--- src/hdl/rmq_pkg.sv ---
// rmq_pkg: shared types, widths and the bit counts of the root and divide steps.
// Used by every module of rotation_matrix_to_quaternion. No dependencies.
package rmq_pkg;
  localparam int FRAC_BITS = 16;
  localparam int DW = 18;
  localparam int RW = 21;                 // radicand magnitude, < 2^20 plus sign
  localparam int SQW = RW + FRAC_BITS;    // radicand << FRAC_BITS
  localparam int SRW = (SQW + 1) / 2;     // root width
  localparam int NW = 20;                 // numerator magnitude
  localparam int QW = DW + 1;             // quotient bits kept (up to 2^18)
  localparam int DNW = SRW + 1;           // divisor width
  localparam int ROOT_STEPS = SRW;
  localparam int DIV_STEPS = QW;
  localparam logic signed [DW-1:0] QMAX = 18'sd131071;
  localparam logic signed [DW-1:0] QMIN = -18'sd131072;

  typedef enum logic [1:0] {
    BR_TRACE = 2'd0, BR_X = 2'd1, BR_Y = 2'd2, BR_Z = 2'd3
  } branch_t;

  typedef struct packed {
    logic [2:0][NW-1:0] num_mag;
    logic [2:0]         num_neg;
    branch_t            br;
    logic               bad;
  } meta_t;
endpackage

--- src/hdl/rmq_sqrt.sv ---
// rmq_sqrt: pipelined restoring integer square root, one result bit per stage.
// Depends on rmq_pkg.
module rmq_sqrt (
  input  logic clk,
  input  logic en,
  input  logic [rmq_pkg::SQW-1:0] rad_sh,
  input  rmq_pkg::meta_t meta_in,
  output logic [rmq_pkg::SRW-1:0] root,
  output rmq_pkg::meta_t meta_out
);
  localparam int S = rmq_pkg::ROOT_STEPS;
  localparam int AW = 2 * S;
  logic [AW-1:0] rem [S+1];
  logic [AW-1:0] val [S+1];
  logic [S-1:0] rt [S+1];
  rmq_pkg::meta_t md [S+1];

  always_comb begin
    rem[0] = '0; rt[0] = '0; md[0] = meta_in;
    val[0] = AW'(rad_sh);
  end

  for (genvar k = 0; k < S; k++) begin : g_st
    logic [AW-1:0] r2, t;
    always_comb begin
      r2 = {rem[k][AW-3:0], val[k][AW-1:AW-2]};
      t = AW'({rt[k], 2'b01});
    end
    always_ff @(posedge clk) begin
      if (en) begin
        val[k+1] <= val[k] << 2;
        if (r2 >= t) begin
          rem[k+1] <= r2 - t; rt[k+1] <= {rt[k][S-2:0], 1'b1};
        end else begin
          rem[k+1] <= r2;     rt[k+1] <= {rt[k][S-2:0], 1'b0};
        end
        md[k+1] <= md[k];
      end
    end
  end

  assign root = rt[S];
  assign meta_out = md[S];
endmodule

--- config.mk ---
export PLATFORM = sky130hd
export DESIGN_NAME = rmq_sqrt
export DESIGN_NICKNAME = d
export VERILOG_FILES = /design/src/hdl/rmq_pkg.sv /design/src/hdl/rmq_sqrt.sv
export SDC_FILE = /design/constraint.sdc
export NUM_CORES = 2
export LEC_CHECK = 0
export ABC_AREA = 0
export BUFFER_PORTS_ARGS = -buffer_cell sky130_fd_sc_hd__buf_2
export CAP_MARGIN = 30
export CELL_PAD_IN_SITES_DETAIL_PLACEMENT = 0
export CELL_PAD_IN_SITES_GLOBAL_PLACEMENT = 1
export CORE_MARGIN = 8
export CORE_UTILIZATION = 40
export DETAILED_ROUTE_END_ITERATION = 7
export HOLD_SLACK_MARGIN = 0.06
export PLACE_DENSITY = 0.6
export SYNTH_ARGS = -nofsm -noshare
export SYNTH_HDL_FRONTEND = slang
export SYNTH_SLANG_ARGS = --single-unit
--- constraint.sdc ---
create_clock -name clk -period 3.95 [get_ports clk]
set_input_delay 0.5925 -clock clk [delete_from_list [all_inputs] [get_ports clk]]
set_output_delay 0.5925 -clock clk [all_outputs]
set_load 0.03 [all_outputs]
Word level (Yosys, flattened, before mapping)
Cells that the tools add are included.

cells by class
  add/sub/neg operators = 18
  $lt $le $gt $ge = 19
  mux-type cells = 37

operator list
  cell                                              count
  36-bit two-way mux                                17
  38-bit by 10-bit >= comparator with 1-bit output  1
  38-bit by 11-bit >= comparator with 1-bit output  1
  38-bit by 12-bit >= comparator with 1-bit output  1
  38-bit by 13-bit >= comparator with 1-bit output  1
  38-bit by 14-bit >= comparator with 1-bit output  1
  38-bit by 15-bit >= comparator with 1-bit output  1
  38-bit by 16-bit >= comparator with 1-bit output  1
  38-bit by 17-bit >= comparator with 1-bit output  1
  38-bit by 18-bit >= comparator with 1-bit output  1
  38-bit by 19-bit >= comparator with 1-bit output  1
  38-bit by 20-bit >= comparator with 1-bit output  1
  38-bit by 3-bit >= comparator with 1-bit output   1
  38-bit by 4-bit >= comparator with 1-bit output   1
  38-bit by 5-bit >= comparator with 1-bit output   1
  38-bit by 6-bit >= comparator with 1-bit output   1
  38-bit by 7-bit >= comparator with 1-bit output   1
  38-bit by 8-bit >= comparator with 1-bit output   1
  38-bit by 9-bit >= comparator with 1-bit output   1
  36-bit by 10-bit subtractor with 36-bit output    1
  36-bit by 11-bit subtractor with 36-bit output    1
  36-bit by 12-bit subtractor with 36-bit output    1
  36-bit by 13-bit subtractor with 36-bit output    1
  36-bit by 14-bit subtractor with 36-bit output    1
  other kinds (15)                                  34

word-level totals
  register bits after elaboration = 2400
  input bits = 105
  output and inout port bits = 85
  logic and storage cells = 244

Depth between registers and ports, before layout
  depth in word-level cells = 2
  depth in mapped cells = 13
  mapped depth without buffers = 12

Worst setup path after synthesis
No wires, ideal clock.

  path kind = register -> register
  from = register rem (netlist bit g_st[8].r2[12])
  to = register rem (netlist bit g_st[9].r2[35]), data pin
  setup time = 0.271 ns
  data arrival time = 3.077 ns
  data required time = 3.679 ns
  slack = 0.602 ns
  cell stages (with the launch flop) = 11
  path buffers = 2
  cells stage by stage = edfxtp_1 or4_4 or3_4 or4_4 or4_1 buf_2 nor3_4 or3b_2 buf_6 nor4_1 xor2_1

between the ends
  word-level cells in the longest chain between the ends = 2
  elaborated cells on any way between the ends = 3
  classes of those cells = 1 x add/sub; 1 x order compare; 1 x mux

RTL lines
  item                                                                                                                RTL line                        source
  start: declaration                                                                                                  rmq_sqrt.sv:13                  logic [AW-1:0] rem [S+1];
  start signal: indexed assignment                                                                                    rmq_sqrt.sv:33                  rem[k+1] <= r2 - t; rt[k+1] <= {rt[k][S-2:0], 1'b1};
  start signal: indexed assignment                                                                                    rmq_sqrt.sv:35                  rem[k+1] <= r2; rt[k+1] <= {rt[k][S-2:0], 1'b0};
  36-bit by 10-bit subtractor with 36-bit output or 38-bit by 10-bit >= comparator with 1-bit output (tied branches)  rmq_sqrt.sv:33, rmq_sqrt.sv:32
  36-bit two-way mux (*)                                                                                              rmq_sqrt.sv:32                  if (r2 >= t) begin

Every way passes the cells marked *; elsewhere a longest branch is shown, timed or not.
A chain may end at the register's enable or synchronous reset.

Worst setup path in the final report
  from = register rem (netlist bit g_st[12].r2[2])
  to = register rem (netlist bit g_st[13].r2[27]), data pin

between the ends
  word-level cells in the longest chain between the ends = 2
  elaborated cells on any way between the ends = 3
  classes of those cells = 1 x add/sub; 1 x order compare; 1 x mux

RTL lines
  item                                                                                                                RTL line
  36-bit by 14-bit subtractor with 36-bit output or 38-bit by 14-bit >= comparator with 1-bit output (tied branches)  rmq_sqrt.sv:33, rmq_sqrt.sv:32
  36-bit two-way mux (*)                                                                                              rmq_sqrt.sv:32

Marked as above.

==> impl_metrics.py <==
metrics = {
    "status": {
        "outcome": "completed",
    },
    "setup_path": {
        "crit_type": "flip-flop to flip-flop",
        "cp.required_ns": 4.53,
        "crit-reg2reg-launch": "g_st[12].r2[2]",
        "critPathLaunch": "g_st[12].r2[2]",
        "cp_max_fo": 6,
        "cp-end-kind": "flip-flop",
        "worst_ep_arrival_time_ns": 4.34,
        "worstSetupStartpointType": "flip-flop",
        "timing.reg2reg.setup_slack_ns": 0.19,
        "worst_r2r_path_depth": 10,
        "r2r-end": "g_st[13].r2[27]",
    },
    "placement": {
        "routabilityCongestion": 0.851,
        "place.detailed.instances": 8539,
        "portBuffers": 189,
        "hpwlAfterDp_mm": 89.1,
    },
    "floorplan": {
        "die_y_um": 491,
        "ioPinCount": 190,
        "coreArea_um2": 225000,
        "floorplan.die.width_um": 491,
        "fp-row-count": 174,
        "area_of_the_die_um2": 242000,
        "floorplan.initialDensity_pct": 40.2,
    },
    "drt": {
        "drt_first_iter_violations": 2231,
        "totalWireLength_mm": 137,
        "via_per_inst": 4.71,
        "wire_per_inst_um": 15.0,
        "postRouteAntennaNets": 0,
        "drtPass1Iterations": 5,
        "via_count": 42900,
        "drc_errors": 0,
    },
    "global_route": {
        "grt_antenna_before_repair": 1,
        "grt_first_pass_wirelength_mm": 221,
        "global_route.overflow_total": 0,
        "grt_start_max_net_pins": 114,
        "groute.usage.overall_pct": 11.0,
        "grt_pass1_vias": 43500,
    },
    "cells_and_area": {
        "fin_nets": 6241,
        "final_cells": 9098,
        "final_layout_size_suffix_gt1_share_pct": 12.0,
        "layout.filler_cells": 19200,
        "areaGrowthSynthToFinish_pct": 16.1,
    },
    "flow_run": {
        "max_cap_viol_count": 0,
    },
    "power_and_ir_drop": {
        "power.net_switching_mw": 12.7,
        "power.leakage_nw": 37.2,
        "combinationalPowerShare_pct": 7.4,
        "share_seq_of_total_power_pct": 53.0,
        "cellInternalPower_mw": 45.9,
        "max-vdd-ir-drop_mv": 0.421,
        "clkPwrFrac_pct": 39.7,
        "power.share.switching_pct": 21.6,
        "power_density_nw_per_um2": 558,
    },
    "synthesis": {
        "synth.yosys.seq_area_share_pct": 78.8,
        "edff_count_synth": 2374,
        "synth.cell_area_um2": 90400,
        "netlist_top_cells_area": "sky130_fd_sc_hd__edfxtp_1 79%, sky130_fd_sc_hd__ha_1 2.9%, sky130_fd_sc_hd__xnor2_1 2.5%",
        "synth_largest_type_area_fraction_pct": 78.8,
        "post-synth-top-count-cell": "sky130_fd_sc_hd__edfxtp_1",
        "synth_fp_nets": 5673,
        "synth_flop_cell": "sky130_fd_sc_hd__edfxtp_1",
        "biggest_area_consumer_among_synthesized_cells": "sky130_fd_sc_hd__edfxtp_1",
        "netlist-cell-type-count": 84,
        "fraction_of_synthesis_flops_using_an_asynchronous_set_or_reset_pin_pct": 0,
        "synthTopCellsByCount": "2374 x sky130_fd_sc_hd__edfxtp_1, 311 x sky130_fd_sc_hd__nand2_1, 262 x sky130_fd_sc_hd__nor2_1",
        "syn_inst": 5359,
        "synth_seq_cells": 2374,
        "synthesis.yosys.warnings": 0,
        "avgSynthCellArea_um2": 16.9,
    },
    "timing": {
        "grt_setup_unrepaired": "false",
        "final-max-slew-violation-count": 0,
        "total_setup_violations_reported_at_the_end_of_the_flow": 0,
        "relSlewSlack_pct": 34.2,
        "tightest_slew_ns": 0.986,
        "fin_setup_tns_ns": 0,
        "fin_skew_ns": 0.0602,
        "min_period_ns": 3.76,
        "max_freq_ghz": 0.266,
        "finalHoldViolations": 0,
        "min_period_over_period_pct": 95.1,
    },
    "clock_network": {
        "clk_pin_slew_ns": 0.06,
        "max-clock-path-buffers": 4,
        "cts_made_buffers": 275,
        "clk-insertion-delay-late_ns": 0.88,
        "cts-htree-levels": 5,
        "clk_root_buffer_cell": "sky130_fd_sc_hd__clkbuf_16",
        "clkSinkCount": 2374,
        "tritoncts": "done",
    },
    "worst_hold_path": {
        "min_to": "md[307]",
        "worstHoldPathType": "input pin to flip-flop",
        "worst_hold_startpoint": "en",
        "hold_depth": 1,
    },
}
[repair_timing]
action                     CTS  global route
hold buffers               103             0
setup buffers                0             0
gates resized for setup      0             2
setup endpoints to repair    0             2
hold endpoints to repair   103             0
[final cells by class]
cell class	count	area, µm²	area share (%)
Inverter	263	987	0.941
Antenna cell	2	5.00	0.00477
Tap cell	2992	3740	3.57
Timing Repair Buffer	424	3250	3.10
Clock buffer	338	7220	6.88
Sequential cell	2374	71300	67.9
Multi-Input combinational cell	2589	17400	16.6
Clock inverter	116	1020	0.968
[critical path, stage by stage (launching register included)]
cell,delay (ns)
sky130_fd_sc_hd__edfxtp_1,0.40
sky130_fd_sc_hd__ha_1,0.37
sky130_fd_sc_hd__o21a_1,0.13
sky130_fd_sc_hd__o21ai_0,0.37
sky130_fd_sc_hd__a21oi_1,0.17
sky130_fd_sc_hd__or3_1,0.40
sky130_fd_sc_hd__nor3b_1,0.16
sky130_fd_sc_hd__o21ai_0,0.34
sky130_fd_sc_hd__or3b_2,0.56
sky130_fd_sc_hd__or4_1,0.44
sky130_fd_sc_hd__xnor2_1,0.14
[worst max path at each step]
stage	end	depth (start not counted)	slack, ns
after floorplan	g_st[9].r2[35]	10	0.60
after global placement	g_st[8].r2[14]	8	0.03
after detailed placement	g_st[6].r2[29]	9	0.16
after CTS	g_st[6].r2[29]	9	0.14
after global routing	g_st[13].r2[27]	10	0.02
final	g_st[13].r2[27]	10	0.19
[flip-flops by register name, indices dropped and copies added, names as in the netlist]
| signal | count |
|---|---|
| g_st.r2 | 624 |
| val | 306 |
| meta_out | 66 |
| root | 19 |
| g_st.t | 171 |
| md | 1188 |
[stage by stage]
stage               cell area [µm²]  utilization (%)  hold WS (ns)  power, mW  worst slack [ns]
floorplan                     90400                -         0.400       34.1             0.602
global placement              95700             42.5         0.400       35.7            0.0301
detailed placement            95700             42.5         0.405       35.8             0.157
CTS                          105000             46.7         0.210       59.6             0.141
global route                 105000             46.7         0.207       61.2            0.0160
finish                       105000             46.7         0.256       58.5             0.194
[placed cells by master, fill, tap and decap left out, types with 14 or more instances in the layout]
cell type / synthesis / layout
sky130_fd_sc_hd__and3_1: 20 / 20
sky130_fd_sc_hd__nor2b_1: 40 / 40
sky130_fd_sc_hd__inv_1: 261 / 261
sky130_fd_sc_hd__clkinv_1: 1 / 53
sky130_fd_sc_hd__clkbuf_1: 55 / 58
sky130_fd_sc_hd__mux2_2: 19 / 19
sky130_fd_sc_hd__o21bai_1: 14 / 14
sky130_fd_sc_hd__o21ai_0: 211 / 211
sky130_fd_sc_hd__o21a_1: 45 / 45
sky130_fd_sc_hd__or3_1: 64 / 64
sky130_fd_sc_hd__o31ai_1: 27 / 27
sky130_fd_sc_hd__nor2_1: 262 / 262
sky130_fd_sc_hd__nand4b_1: 15 / 15
sky130_fd_sc_hd__a21o_1: 52 / 52
sky130_fd_sc_hd__bufinv_16: 0 / 17
sky130_fd_sc_hd__buf_12: 0 / 23
sky130_fd_sc_hd__or4_1: 49 / 49
sky130_fd_sc_hd__a21oi_1: 142 / 141
sky130_fd_sc_hd__nand2_1: 311 / 311
sky130_fd_sc_hd__xnor2_1: 254 / 254
sky130_fd_sc_hd__ha_1: 209 / 209
sky130_fd_sc_hd__edfxtp_1: 2374 / 2374
sky130_fd_sc_hd__nor3_1: 128 / 128
sky130_fd_sc_hd__buf_2: 9 / 190
sky130_fd_sc_hd__clkinv_2: 0 / 30
sky130_fd_sc_hd__clkbuf_16: 0 / 280
sky130_fd_sc_hd__buf_4: 66 / 108
sky130_fd_sc_hd__nand4_1: 45 / 45
sky130_fd_sc_hd__dlygate4sd3_1: 0 / 103
sky130_fd_sc_hd__nor4_1: 88 / 85
sky130_fd_sc_hd__a211oi_1: 15 / 14
sky130_fd_sc_hd__nand2b_1: 66 / 66
sky130_fd_sc_hd__nand3b_1: 22 / 22
sky130_fd_sc_hd__nand3_1: 70 / 70
sky130_fd_sc_hd__or2_2: 23 / 23
sky130_fd_sc_hd__xor2_1: 225 / 225
[cell families (layout without fill, tap and decap cells)]
| logic type | after synthesis | after routing | synth area share [%] |
|---|---|---|---|
| buf+inv | 396 | 1141 | 1.94 |
| compound gates | 607 | 607 | 4.17 |
| xor+xnor | 479 | 479 | 4.64 |
| flops | 2374 | 2374 | 78.8 |
| mux | 31 | 31 | 0.369 |
| other cells | 1 | 3 | 0.00415 |
| fa+ha+maj | 209 | 209 | 2.89 |
| simple gates | 1262 | 1262 | 7.16 |
[power by group through the flow]
stage	registers (mW)	logic, mW	clock network, mW
floorplan	31.2	2.89	0
global placement	31.5	4.22	0
detailed placement	31.5	4.27	0
CTS	31.0	4.36	24.2
global route	31.2	4.83	25.1
finish	31.0	4.31	23.2
[per-layer routing]
metal	wire length, µm	GRT usage, %	share of wire, %	vias to the layer above
li1	-	-	-	21400
met1	56900	12.6	42	20400
met2	68600	19.5	50	674
met3	5220	2.50	3.8	401
met4	6120	5.16	4.5	0
met5	0	0	0	-
(Power assumes the default switching activity.)
