File: config.mk
export PLATFORM = sky130hd
export DESIGN_NAME = rmq_front
export DESIGN_NICKNAME = d
export VERILOG_FILES = /design/src/hdl/rmq_pkg.sv /design/src/hdl/rmq_front.sv
export SDC_FILE = /design/constraint.sdc
export NUM_CORES = 1
export LEC_CHECK = 0
export BUFFER_PORTS_ARGS = -buffer_cell sky130_fd_sc_hd__buf_2
export CAP_MARGIN = 15
export CORE_MARGIN = 3
export CORE_UTILIZATION = 25
export DETAILED_ROUTE_END_ITERATION = 16
export HOLD_SLACK_MARGIN = 0.08
export MAX_ROUTING_LAYER = met4
export PLACE_DENSITY = 0.46
export SLEW_MARGIN = 20
export SYNTH_ARGS = -nofsm -noshare
export SYNTH_HDL_FRONTEND = slang
export SYNTH_SLANG_ARGS = --single-unit
File: constraint.sdc
create_clock -name clk -period 11.1 [get_ports clk]
set_clock_uncertainty 0.1 [all_clocks]
set_input_delay 1.665 -clock clk [delete_from_list [all_inputs] [get_ports clk]]
set_output_delay 1.665 -clock clk [all_outputs]
set_load 0.005 [all_outputs]
File: src/hdl/rmq_pkg.sv
// rmq_pkg: shared types, widths and the bit counts of the root and divide steps.
// Used by every module of rotation_matrix_to_quaternion. No dependencies.
package rmq_pkg;
  localparam int FRAC_BITS = 16;
  localparam int DW = 18;
  localparam int RW = 21;                 // radicand magnitude, < 2^20 plus sign
  localparam int SQW = RW + FRAC_BITS;    // radicand << FRAC_BITS
  localparam int SRW = (SQW + 1) / 2;     // root width
  localparam int NW = 20;                 // numerator magnitude
  localparam int QW = DW + 1;             // quotient bits kept (up to 2^18)
  localparam int DNW = SRW + 1;           // divisor width
  localparam int ROOT_STEPS = SRW;
  localparam int DIV_STEPS = QW;
  localparam logic signed [DW-1:0] QMAX = 18'sd131071;
  localparam logic signed [DW-1:0] QMIN = -18'sd131072;

  typedef enum logic [1:0] {
    BR_TRACE = 2'd0, BR_X = 2'd1, BR_Y = 2'd2, BR_Z = 2'd3
  } branch_t;

  typedef struct packed {
    logic [2:0][NW-1:0] num_mag;
    logic [2:0]         num_neg;
    branch_t            br;
    logic               bad;
  } meta_t;
endpackage

File: src/hdl/rmq_front.sv
// rmq_front: trace, branch choice, radicand and numerators; one register stage.
// Depends on rmq_pkg.
module rmq_front (
  input  logic clk,
  input  logic en,
  input  logic signed [rmq_pkg::DW-1:0] m [9],
  output logic [rmq_pkg::SQW-1:0] rad_sh,
  output rmq_pkg::meta_t meta
);
  logic signed [rmq_pkg::RW-1:0] e [9];
  logic signed [rmq_pkg::RW-1:0] tr, rad, n [3];
  rmq_pkg::branch_t br;
  logic [rmq_pkg::RW-1:0] rad_c;
  rmq_pkg::meta_t mt;

  always_comb begin
    for (int i = 0; i < 9; i++) e[i] = rmq_pkg::RW'(m[i]);
    tr = e[0] + e[4] + e[8];
    if (tr > 0) br = rmq_pkg::BR_TRACE;
    else if (e[0] > e[4] && e[0] > e[8]) br = rmq_pkg::BR_X;
    else if (e[4] > e[8]) br = rmq_pkg::BR_Y;
    else br = rmq_pkg::BR_Z;
    unique case (br)
      rmq_pkg::BR_TRACE: begin
        rad = tr;
        n[0] = e[5] - e[7]; n[1] = e[6] - e[2]; n[2] = e[1] - e[3];
      end
      rmq_pkg::BR_X: begin
        rad = e[0] - (e[4] + e[8]);
        n[0] = e[3] + e[1]; n[1] = e[6] + e[2]; n[2] = e[5] - e[7];
      end
      rmq_pkg::BR_Y: begin
        rad = e[4] - (e[8] + e[0]);
        n[0] = e[3] + e[1]; n[1] = e[5] + e[7]; n[2] = e[6] - e[2];
      end
      default: begin
        rad = e[8] - (e[0] + e[4]);
        n[0] = e[6] + e[2]; n[1] = e[5] + e[7]; n[2] = e[1] - e[3];
      end
    endcase
    rad = rad + (rmq_pkg::RW'(1) << rmq_pkg::FRAC_BITS);
    rad_c = rad[rmq_pkg::RW-1] ? '0 : rad;
    mt.br = br;
    mt.bad = rad[rmq_pkg::RW-1];
    for (int i = 0; i < 3; i++) begin
      mt.num_neg[i] = n[i][rmq_pkg::RW-1];
      mt.num_mag[i] = rmq_pkg::NW'(n[i][rmq_pkg::RW-1] ? -n[i] : n[i]);
    end
  end

  always_ff @(posedge clk) begin
    if (en) begin
      rad_sh <= rmq_pkg::SQW'(rad_c) << rmq_pkg::FRAC_BITS;
      meta <= mt;
    end
  end
endmodule

==> After elaboration in Yosys (flattened, before gate mapping) <==
Index checks and enable logic that the tools add are counted.
{ "word_totals": {"register_bits": 87, "inputBits": 164, "elab_cells": 41} }
{ "classes": {"n_addsub": 17, "n_reduce_logical": 2, "mux": 8, "eq_ne": 2, "n_lt_le_gt_ge": 4} }
{ "ops": {"columns": ["operator", "n"], "rows": [
  ["case mux 63 bit (3 select lines)", 1],
  ["adder 18 x 18 -> 19 bit", 6],
  ["case mux 21 bit (3 select lines)", 1],
  ["2-to-1 mux 20 bit", 3],
  ["negation 20 bit", 3],
  ["subtractor 18 x 19 -> 20 bit", 3],
  ["subtractor 18 x 18 -> 19 bit", 3],
  ["greater-than comparator 18 bit", 3],
  ["adder 21 x 18 -> 21 bit, second input constant", 1],
  ["adder 19 x 18 -> 20 bit", 1],
  ["greater-than comparator 20 x 1 -> 1 bit, second input constant", 1],
  ["2-to-1 mux 2 bit", 2],
  ["equality test 2 x 1 -> 1 bit, second input constant", 1],
  ["equality test 2 bit, second input constant", 1],
  ["logical NOT 2 bit", 1],
  ["logical AND 1 bit", 1],
  ["2-to-1 mux 1 bit", 1]
]} }

==> Longest topological paths before layout <==
Gate-level depths: netlist of run 1.
{ "logic_depth": {"ltp_word": 8, "ltp_mapped": 36, "mapped_depth_nobuf": 33} }

==> Least setup slack after synthesis of run 1 <==
OpenSTA, ideal clock, no wires.
{ "synth_timing": {"kind": "input -> register", "from": "input m[72] in the netlist's numbering", "to": "register meta[18] in the netlist's numbering, data pin", "t_arrival_ns": 7.662, "setup_ns": 0.262, "path_stages": 34, "slack_ns": 3.075, "cell_sequence": "ha_1 fa_1 nand2b_1 a21oi_1 nor2_1 o21bai_1 a21oi_1 o21bai_1 a21oi_1 o21ai_0 nand2b_1 a21oi_1 a221o_1 a221o_1 xnor2_1 ha_1 or3_1 a31oi_1 o32ai_1 xor2_1 or2_2 nor4_4 nor2_2 buf_2 clkbuf_1 buf_1 clkbuf_1 o21a_1 inv_1 ha_1 o211a_1 nand2_1 o21ai_0 xor2_1"} }
{ "synth_rtl": {"columns": ["element", "line_no", "source"], "rows": [
  ["from (decl)", "rmq_front.sv:6", "input logic signed [rmq_pkg::DW-1:0] m [9],"],
  ["to (signal assigned)", "rmq_front.sv:54", "meta <= mt;"],
  ["to (decl)", "rmq_front.sv:8", "output rmq_pkg::meta_t meta"]
]} }

==> Final worst setup path of run 1 <==
{ "layout_timing": {"from": "input m[73] in the netlist's numbering", "to": "register rad_sh[28] in the netlist's numbering, data pin"} }
{ "layout_via": {"elab_chain_cells": 7, "word_cells_on_any_way": 18} }
{ "layout_lines": {"columns": ["element", "line_no", "source"], "rows": [
  ["adder 18 x 18 -> 19 bit (tied with other cells)", "rmq_front.sv:18, rmq_front.sv:37", null],
  ["adder 19 x 18 -> 20 bit (tied with other cells)", "rmq_front.sv:18", "tr = e[0] + e[4] + e[8];"],
  ["greater-than comparator 20 x 1 -> 1 bit / 2-to-1 mux 2 bit (equally long branches)", "rmq_front.sv:19, rmq_front.sv:20", null],
  ["2-to-1 mux 2 bit", "rmq_front.sv:19", "if (tr > 0) br = rmq_pkg::BR_TRACE;"],
  ["equality test 2 bit (tied with other cells)", "rmq_front.sv:23", "unique case (br)"],
  ["case mux 21 bit (3 select lines) *", "rmq_front.sv:23", null],
  ["adder 21 x 18 -> 21 bit *", "rmq_front.sv:41", "rad = rad + (rmq_pkg::RW'(1) << rmq_pkg::FRAC_BITS);"],
  ["to (signal assigned)", "rmq_front.sv:53", "rad_sh <= rmq_pkg::SQW'(rad_c) << rmq_pkg::FRAC_BITS;"],
  ["to (decl)", "rmq_front.sv:7", "output logic [rmq_pkg::SQW-1:0] rad_sh,"]
]} }
Mark *: on every way between the ends. The rest lies on a longest branch, timed or not.
A chain may end at the register's enable or synchronous reset.

==> metrics.csv, run 1 <==
stage,metric,value,unit
yosys,ys.flop_type,edfxtp_1,
sta,setup_viol,0,
hold_path,min_path_type,input port to register,
global_routing,use_met3,2.43,%
flow_run,cap_violations,0,
floorplanning,rows,97,
yosys,async_flop_share,0,%
placement,dpl_cell_area,0.0201,mm2
setup_path,slowest_stage,o21a_1,
placement,place_congestion,0.887,
yosys,yosysSeqAreaShare,14.3,%
placement,hpwl,58100,um
clock_tree,cts_buffer_depth,2,
global_routing,grt_pass1_vias,16800,
floorplanning,core_area,0.0706,mm2
floorplanning,chipWidth,274,um
drt,first_iter_violations,1326,
global_routing,grt_use_met2,28.3,%
yosys,syn_inst,2266,
setup_path,crit_family,compound AO/OA/AOI/OAI gates,
yosys,synth-edff-count,86,
clock_tree,cts_tree,yes,
sta,slew_headroom,31.5,%
global_routing,gr-total-overflow,0,
global_routing,grt_pass1_wl,101000,um
drt,drtPass1Iterations,6,
setup_path,crit_arrival,9260,ps
drt,wl_per_cell,20.0,um
clock_tree,clock_sinks,86,
global_routing,gr-usage-all-layers,17.9,%
global_routing,busiest_layer,met2,
run_status,status,finished clean,
clock_tree,post_cts_resized,0,
setup_path,worst_path_largest_cell_delay,670,ps
floorplanning,ios,267,
clock_tree,cts_setup_buffers,0,
sta,whs,1730,ps
global_routing,met1_usage,24.2,%
power,p_leak,9.14,nW
floorplanning,dieHeight,274,um
setup_path,startpoint_type,input port,
clock_tree,root_buffer,clkbuf_16,
drt,avgViaCountPerCell,4.99,
clock_tree,path_clk_slew,70,ps
setup_path,crit_top_cell,a21oi_1,
sta,fin_crit,9280,ps
power,powerDensity,148,mW/mm2
sta,max_slew.worst_pin.slew,1030,ps
setup_path,required,11070,ps
setup_path,critical_path_class,input port to register,
yosys,yosysWarnings,0,
sta,slew_viol_final,0,
sta,hold_viol_final,0,
clock_tree,htree_levels,3,
drt,antenna_left,0,
sta,finalSetupTns,0,ps
final_layout,area_growth_syn_to_layout,13.5,%
yosys,ys_seq_elements,86,
setup_path,end_kind,register,
hold_path,hold_start,en,
drt,vias,17000,
setup_path,cp.depth,32,
yosys,synth.distinct_cells,94,
global_routing,antenna_found_initial,5,
yosys,syn_area,0.0180,mm2
sta,finalCritPeriodShare,83.6,%
clock_tree,cts_buffers,9,
placement,numPortBuffers,249,
sta,fmax,0.108,GHz
floorplanning,initial_core_util,25.5,%
final_layout,layout.nets,2964,
setup_path,crit_path_max_fanout,27,
final_layout,drive_gt1_share,13.1,%
drt,drc_errors,0,
final_layout,final_cell_area,0.0204,mm2
sta,rsz0062_at_grt,false,
placement,placedCellCount,3384,
drt,routed_wl,68200,um
final_layout,final_cells,3404,
floorplanning,die_area,0.0753,mm2
clock_tree,postCtsHoldBufs,0,
setup_path,critPathLaunch,m[73],
power,peakVddDrop,0.0000814,V
setup_path,cp.buffers_inverters,5,
setup_path,crit_end,rad_sh[28],
yosys,syn_avg_cell_area,7.95,um2
global_routing,grt_max_degree,54,
## registers in the layout, summed over array words and instances (netlist names)
register  count
meta         66
rad_sh       20
## cell usage in the layout (no fill, tap or decap), types with 11 or more instances in the layout
cell,netlist,routed
o21a_1,30,30
nand2b_1,41,41
or3_1,20,20
nand2_1,142,142
o21ai_0,106,106
a21o_1,23,23
ha_1,300,300
o21bai_1,26,26
a211oi_1,35,35
o22ai_1,12,12
nor3_1,52,52
mux2i_1,25,25
buf_4,19,16
xnor2_1,139,139
and2_1,12,12
nand4_1,16,16
nor2b_1,25,25
o211ai_1,13,13
a31oi_1,29,29
fa_1,45,45
a22o_1,11,11
inv_1,236,236
xor2_1,69,69
o31ai_1,23,23
conb_1,1,20
a21oi_1,187,187
nor4_1,16,16
nand3_1,33,33
buf_2,16,248
edfxtp_1,86,86
nor2_1,202,202
## worst min path at each step
stage | cells past startpoint | to | slack (ps)
after floorplan | 0 | meta[0] | 1680
after global placement | 1 | meta[45] | 1960
after detailed placement | 1 | meta[45] | 1960
after CTS | 1 | meta[15] | 1730
after global routing | 1 | meta[15] | 1730
final | 1 | meta[16] | 1730
## per-layer routing
metal / share of wire (%) / routed length, um
met5: 0 / 0
met4: 2.5 / 1720
met3: 5.3 / 3650
met2: 45 / 30700
met1: 47 / 32200
## cell usage after synthesis, types with 13 or more instances
master | count | share of area (%)
edfxtp_1 | 86 | 14
nand2_1 | 142 | 3.0
or3_1 | 20 | 0.69
buf_4 | 19 | 0.79
nand2b_1 | 41 | 1.4
nand3_1 | 33 | 0.92
buf_2 | 16 | 0.44
o21a_1 | 30 | 1.3
o21bai_1 | 26 | 1.1
a211oi_1 | 35 | 1.5
nor2b_1 | 25 | 0.87
nor2_1 | 202 | 4.2
ha_1 | 300 | 21
o21ai_0 | 106 | 2.9
xnor2_1 | 139 | 6.8
o31ai_1 | 23 | 0.96
nor3_1 | 52 | 1.4
a31oi_1 | 29 | 1.0
o211ai_1 | 13 | 0.54
nand4_1 | 16 | 0.56
inv_1 | 236 | 4.9
a21o_1 | 23 | 0.96
a21oi_1 | 187 | 5.2
fa_1 | 45 | 5.0
mux2i_1 | 25 | 1.4
xor2_1 | 69 | 3.4
nor4_1 | 16 | 0.56
clkbuf_1 | 60 | 1.3
## logic make-up after synthesis
group | share of synthesized area [%]
other | 0.0208
AO/OA/AOI/OAI | 23.6
XOR/XNOR | 10.1
AND/OR/NAND/NOR | 16.7
flip-flops | 14.3
buffers and inverters | 7.76
adder cells (fa/ha/maj) | 25.8
multiplexers | 1.70
## where the power goes
group / switching, W / internal, W
clock: 0.000145 / 0.000177
combinational: 0.00129 / 0.000782
sequential: 0.0000927 / 0.000553
total: 0.00152 / 0.00151
## final cells by class
class                      count  area, um2
sequential                    86       2580
antenna                        4       10.0
timing repair buffer         264       1360
multi-input combinational   1857      14100
clock buffer                  10        229
fill                        7719      50200
tap                          940       1180
clock inverter                 6       70.1
inverter                     237        890
## metrics by stage
step           util [%]  worst slack, ps  total power (W)
5_1_grt            28.9             1190          0.00327
6_report           28.9             1820          0.00304
4_1_cts            28.9             1920          0.00304
3_3_place_gp       28.5             1690          0.00270
2_1_floorplan         -             3080          0.00195
3_5_place_dp       28.5             1560          0.00270
No activity file was read; power rests on OpenSTA's default activity.
==> inputs of run 2 (changes only) <==
--- a/config.mk
+++ b/config.mk
@@ -12,7 +12,7 @@
 export DETAILED_ROUTE_END_ITERATION = 16
 export HOLD_SLACK_MARGIN = 0.08
 export MAX_ROUTING_LAYER = met4
-export PLACE_DENSITY = 0.46
+export PLACE_DENSITY = 0.48
 export SLEW_MARGIN = 20
 export SYNTH_ARGS = -nofsm -noshare
 export SYNTH_HDL_FRONTEND = slang
==> constraint.sdc (replaced) <==
create_clock -name clk -period 7.9 [get_ports clk]
set_clock_uncertainty 0.1 [all_clocks]
set_input_delay 1.185 -clock clk [delete_from_list [all_inputs] [get_ports clk]]
set_output_delay 1.185 -clock clk [all_outputs]
set_load 0.005 [all_outputs]
==> metrics.csv, run 2 (synthesis gave the netlist of run 1 again) <==
stage,metric,value,unit,change
final_layout,drive_gt1_share,16.5,%,+3.4 points
clock_tree,path_clk_slew,70,ps,about the same
final_layout,fillers,7646,,-0.95%
clock_tree,cts_buffers,9,,unchanged
final_layout,regMostFlops,meta,,
power,switchingPower,0.00217,W,+43%
power,powerDensity,211,mW/mm2,+42%
placement,placedCellCount,3470,,+2.5%
flow_run,cap_violations,0,,unchanged
sta,whs,1260,ps,-468 ps
global_routing,grt_pass1_vias,16900,,+0.67%
run_status,status,finished clean,,
floorplanning,ios,267,,unchanged
floorplanning,dieHeight,274,um,unchanged
setup_path,end_kind,register,,
global_routing,grt_max_degree,45,,-17%
drt,wl_per_cell,19.7,um,-1.7%
setup_path,crit_path_max_fanout,5,,-81%
floorplanning,rows,97,,unchanged
sta,fin_crit,7530,ps,
setup_path,critPathLaunch,m[72],,
sta,setup_viol,0,,unchanged
floorplanning,core_area,0.0706,mm2,unchanged
final_layout,final_cell_mix,"ha_1, buf_2, inv_1",,
drt,antenna_left,0,,unchanged
sta,slew_viol_final,0,,unchanged
sta,max_slew.worst_pin.slew,855,ps,-172 ps
setup_path,worst_path_largest_cell_delay,530,ps,-140 ps
power,clockPowerShare,10.9,%,+0.3 points
drt,vias,17300,,+1.6%
setup_path,cp.buffers_inverters,2,,-3
final_layout,largest_reg_flops,66,,unchanged
sta,finalWorstSetupSlack,374,ps,-1440 ps
drt,drc_errors,0,,unchanged
power,switching_share,48.5,%,-1.8 points
setup_path,crit_family,simple AND/OR/NAND/NOR gates,,
sta,slew_headroom,42.6,%,+11 points
global_routing,antenna_found_initial,2,,-3
power,peakVddDrop,0.000106,V,+31%
global_routing,use_met3,2.16,%,-0.27 points
clock_tree,root_buffer,clkbuf_16,,
setup_path,cp.depth,30,,-6.3%
power,p_seq_share,19.7,%,-1.6 points
placement,dp_slack,-265,ps,-1830 ps
sta,hold_viol_final,0,,unchanged
drt,routed_wl,68800,um,+0.81%
setup_path,crit_end,meta[43],,
sta,finalCritPeriodShare,95.3,%,
clock_tree,htree_levels,3,,unchanged
placement,place_congestion,0.943,,+6.4%
clock_tree,cts_buffer_depth,2,,unchanged
placement,hpwl,59000,um,+1.5%
floorplanning,initial_core_util,25.5,%,unchanged
global_routing,gr-usage-all-layers,18.2,%,+0.22 points
global_routing,met1_usage,24.3,%,+0.13 points
power,p_comb_share,69.4,%,+1.2 points
hold_path,min_path_type,input port to register,,
power,p_leak,9.62,nW,+5.3%
sta,fmax,0.133,GHz,
final_layout,layout.nets,3051,,+2.9%
drt,first_iter_violations,1231,,-7.2%
final_layout,area_growth_syn_to_layout,17.9,%,
global_routing,busiest_layer,met2,,
final_layout,top_regs,"meta (66), rad_sh (20)",,
global_routing,grt_pass1_wl,103000,um,+1.7%
drt,drtPass1Iterations,5,,-1
setup_path,crit_arrival,7520,ps,-1740 ps
drt,avgViaCountPerCell,4.95,,-0.87%
placement,numPortBuffers,249,,unchanged
setup_path,critical_path_class,input port to register,,
setup_path,required,7900,ps,-3170 ps
floorplanning,die_area,0.0753,mm2,unchanged
power,p_int,0.00231,W,+53%
final_layout,final_cells,3490,,+2.5%
clock_tree,cts_tree,yes,,
setup_path,startpoint_type,input port,,
floorplanning,chipWidth,274,um,unchanged
final_layout,final_common_cell,ha_1,,
clock_tree,clock_sinks,86,,unchanged
setup_path,slowest_stage,or4_4,,
global_routing,gr-total-overflow,0,,unchanged
global_routing,grt_use_met2,30.3,%,+2.0 points
run 2: changes by cell type in the layout (fill, tap and decap cells not counted), sizes merged:
cell,previous run,this run
diode,4,3
clkbuf,10,9
bufinv,1,2
clkinv,0,2
buf,264,351
inv,239,240
clkinvlp,3,0
run 2: how the worst min path moves through the flow:
stage          slack [ps]  endpoint  cells past startpoint      from
6_report             1260  meta[57]                      1        en
5_1_grt              1290  meta[57]                      1        en
2_1_floorplan        1200   meta[0]                      0        en
3_3_place_gp         1480  meta[65]                      1  meta[65]
3_5_place_dp         1480  meta[35]                      1  meta[35]
4_1_cts              1270  meta[57]                      1        en
run 2: final cells by class:
type	instances	area [um2]	share of cell area, %
tap	940	1180	5.54
sequential	86	2580	12.2
clock inverter	7	103	0.483
antenna	3	7.51	0.0354
inverter	237	890	4.19
timing repair buffer	351	2080	9.80
multi-input combinational	1857	14200	66.7
clock buffer	9	225	1.06
run 2: metal layers:
layer | vias up | wire length (um)
li1 | 8511 | -
met3 | 25 | 3550
met2 | 458 | 32800
met1 | 8283 | 31800
met5 | - | 0
met4 | 0 | 582
run 2: power groups by stage:
stage / combinational, W / clock (W) / sequential (W)
after floorplan: 0.00190 / 0 / 0.000846
after global placement: 0.00306 / 0 / 0.000903
after detailed placement: 0.00307 / 0 / 0.000896
after CTS: 0.00309 / 0.000507 / 0.000890
after global routing: 0.00341 / 0.000518 / 0.000899
final: 0.00311 / 0.000490 / 0.000882
run 2: through the flow:
step	util (%)	cell area, um2	TNS (ps)	total power (W)
after floorplan	-	18100	0	0.00274
after global placement	29.5	20800	-1910	0.00396
after detailed placement	29.5	20800	-3970	0.00396
after CTS	30.0	21200	0	0.00449
after global routing	30.1	21200	-8.10	0.00483
final	30.1	21200	0	0.00448
run 2: what timing repair did:
action                     in CTS  in global routing
setup endpoints to repair       0                 51
hold buffers                    0                  0
buffers inserted                0                  1
resized for setup               0                 11
hold endpoints to repair        0                  0
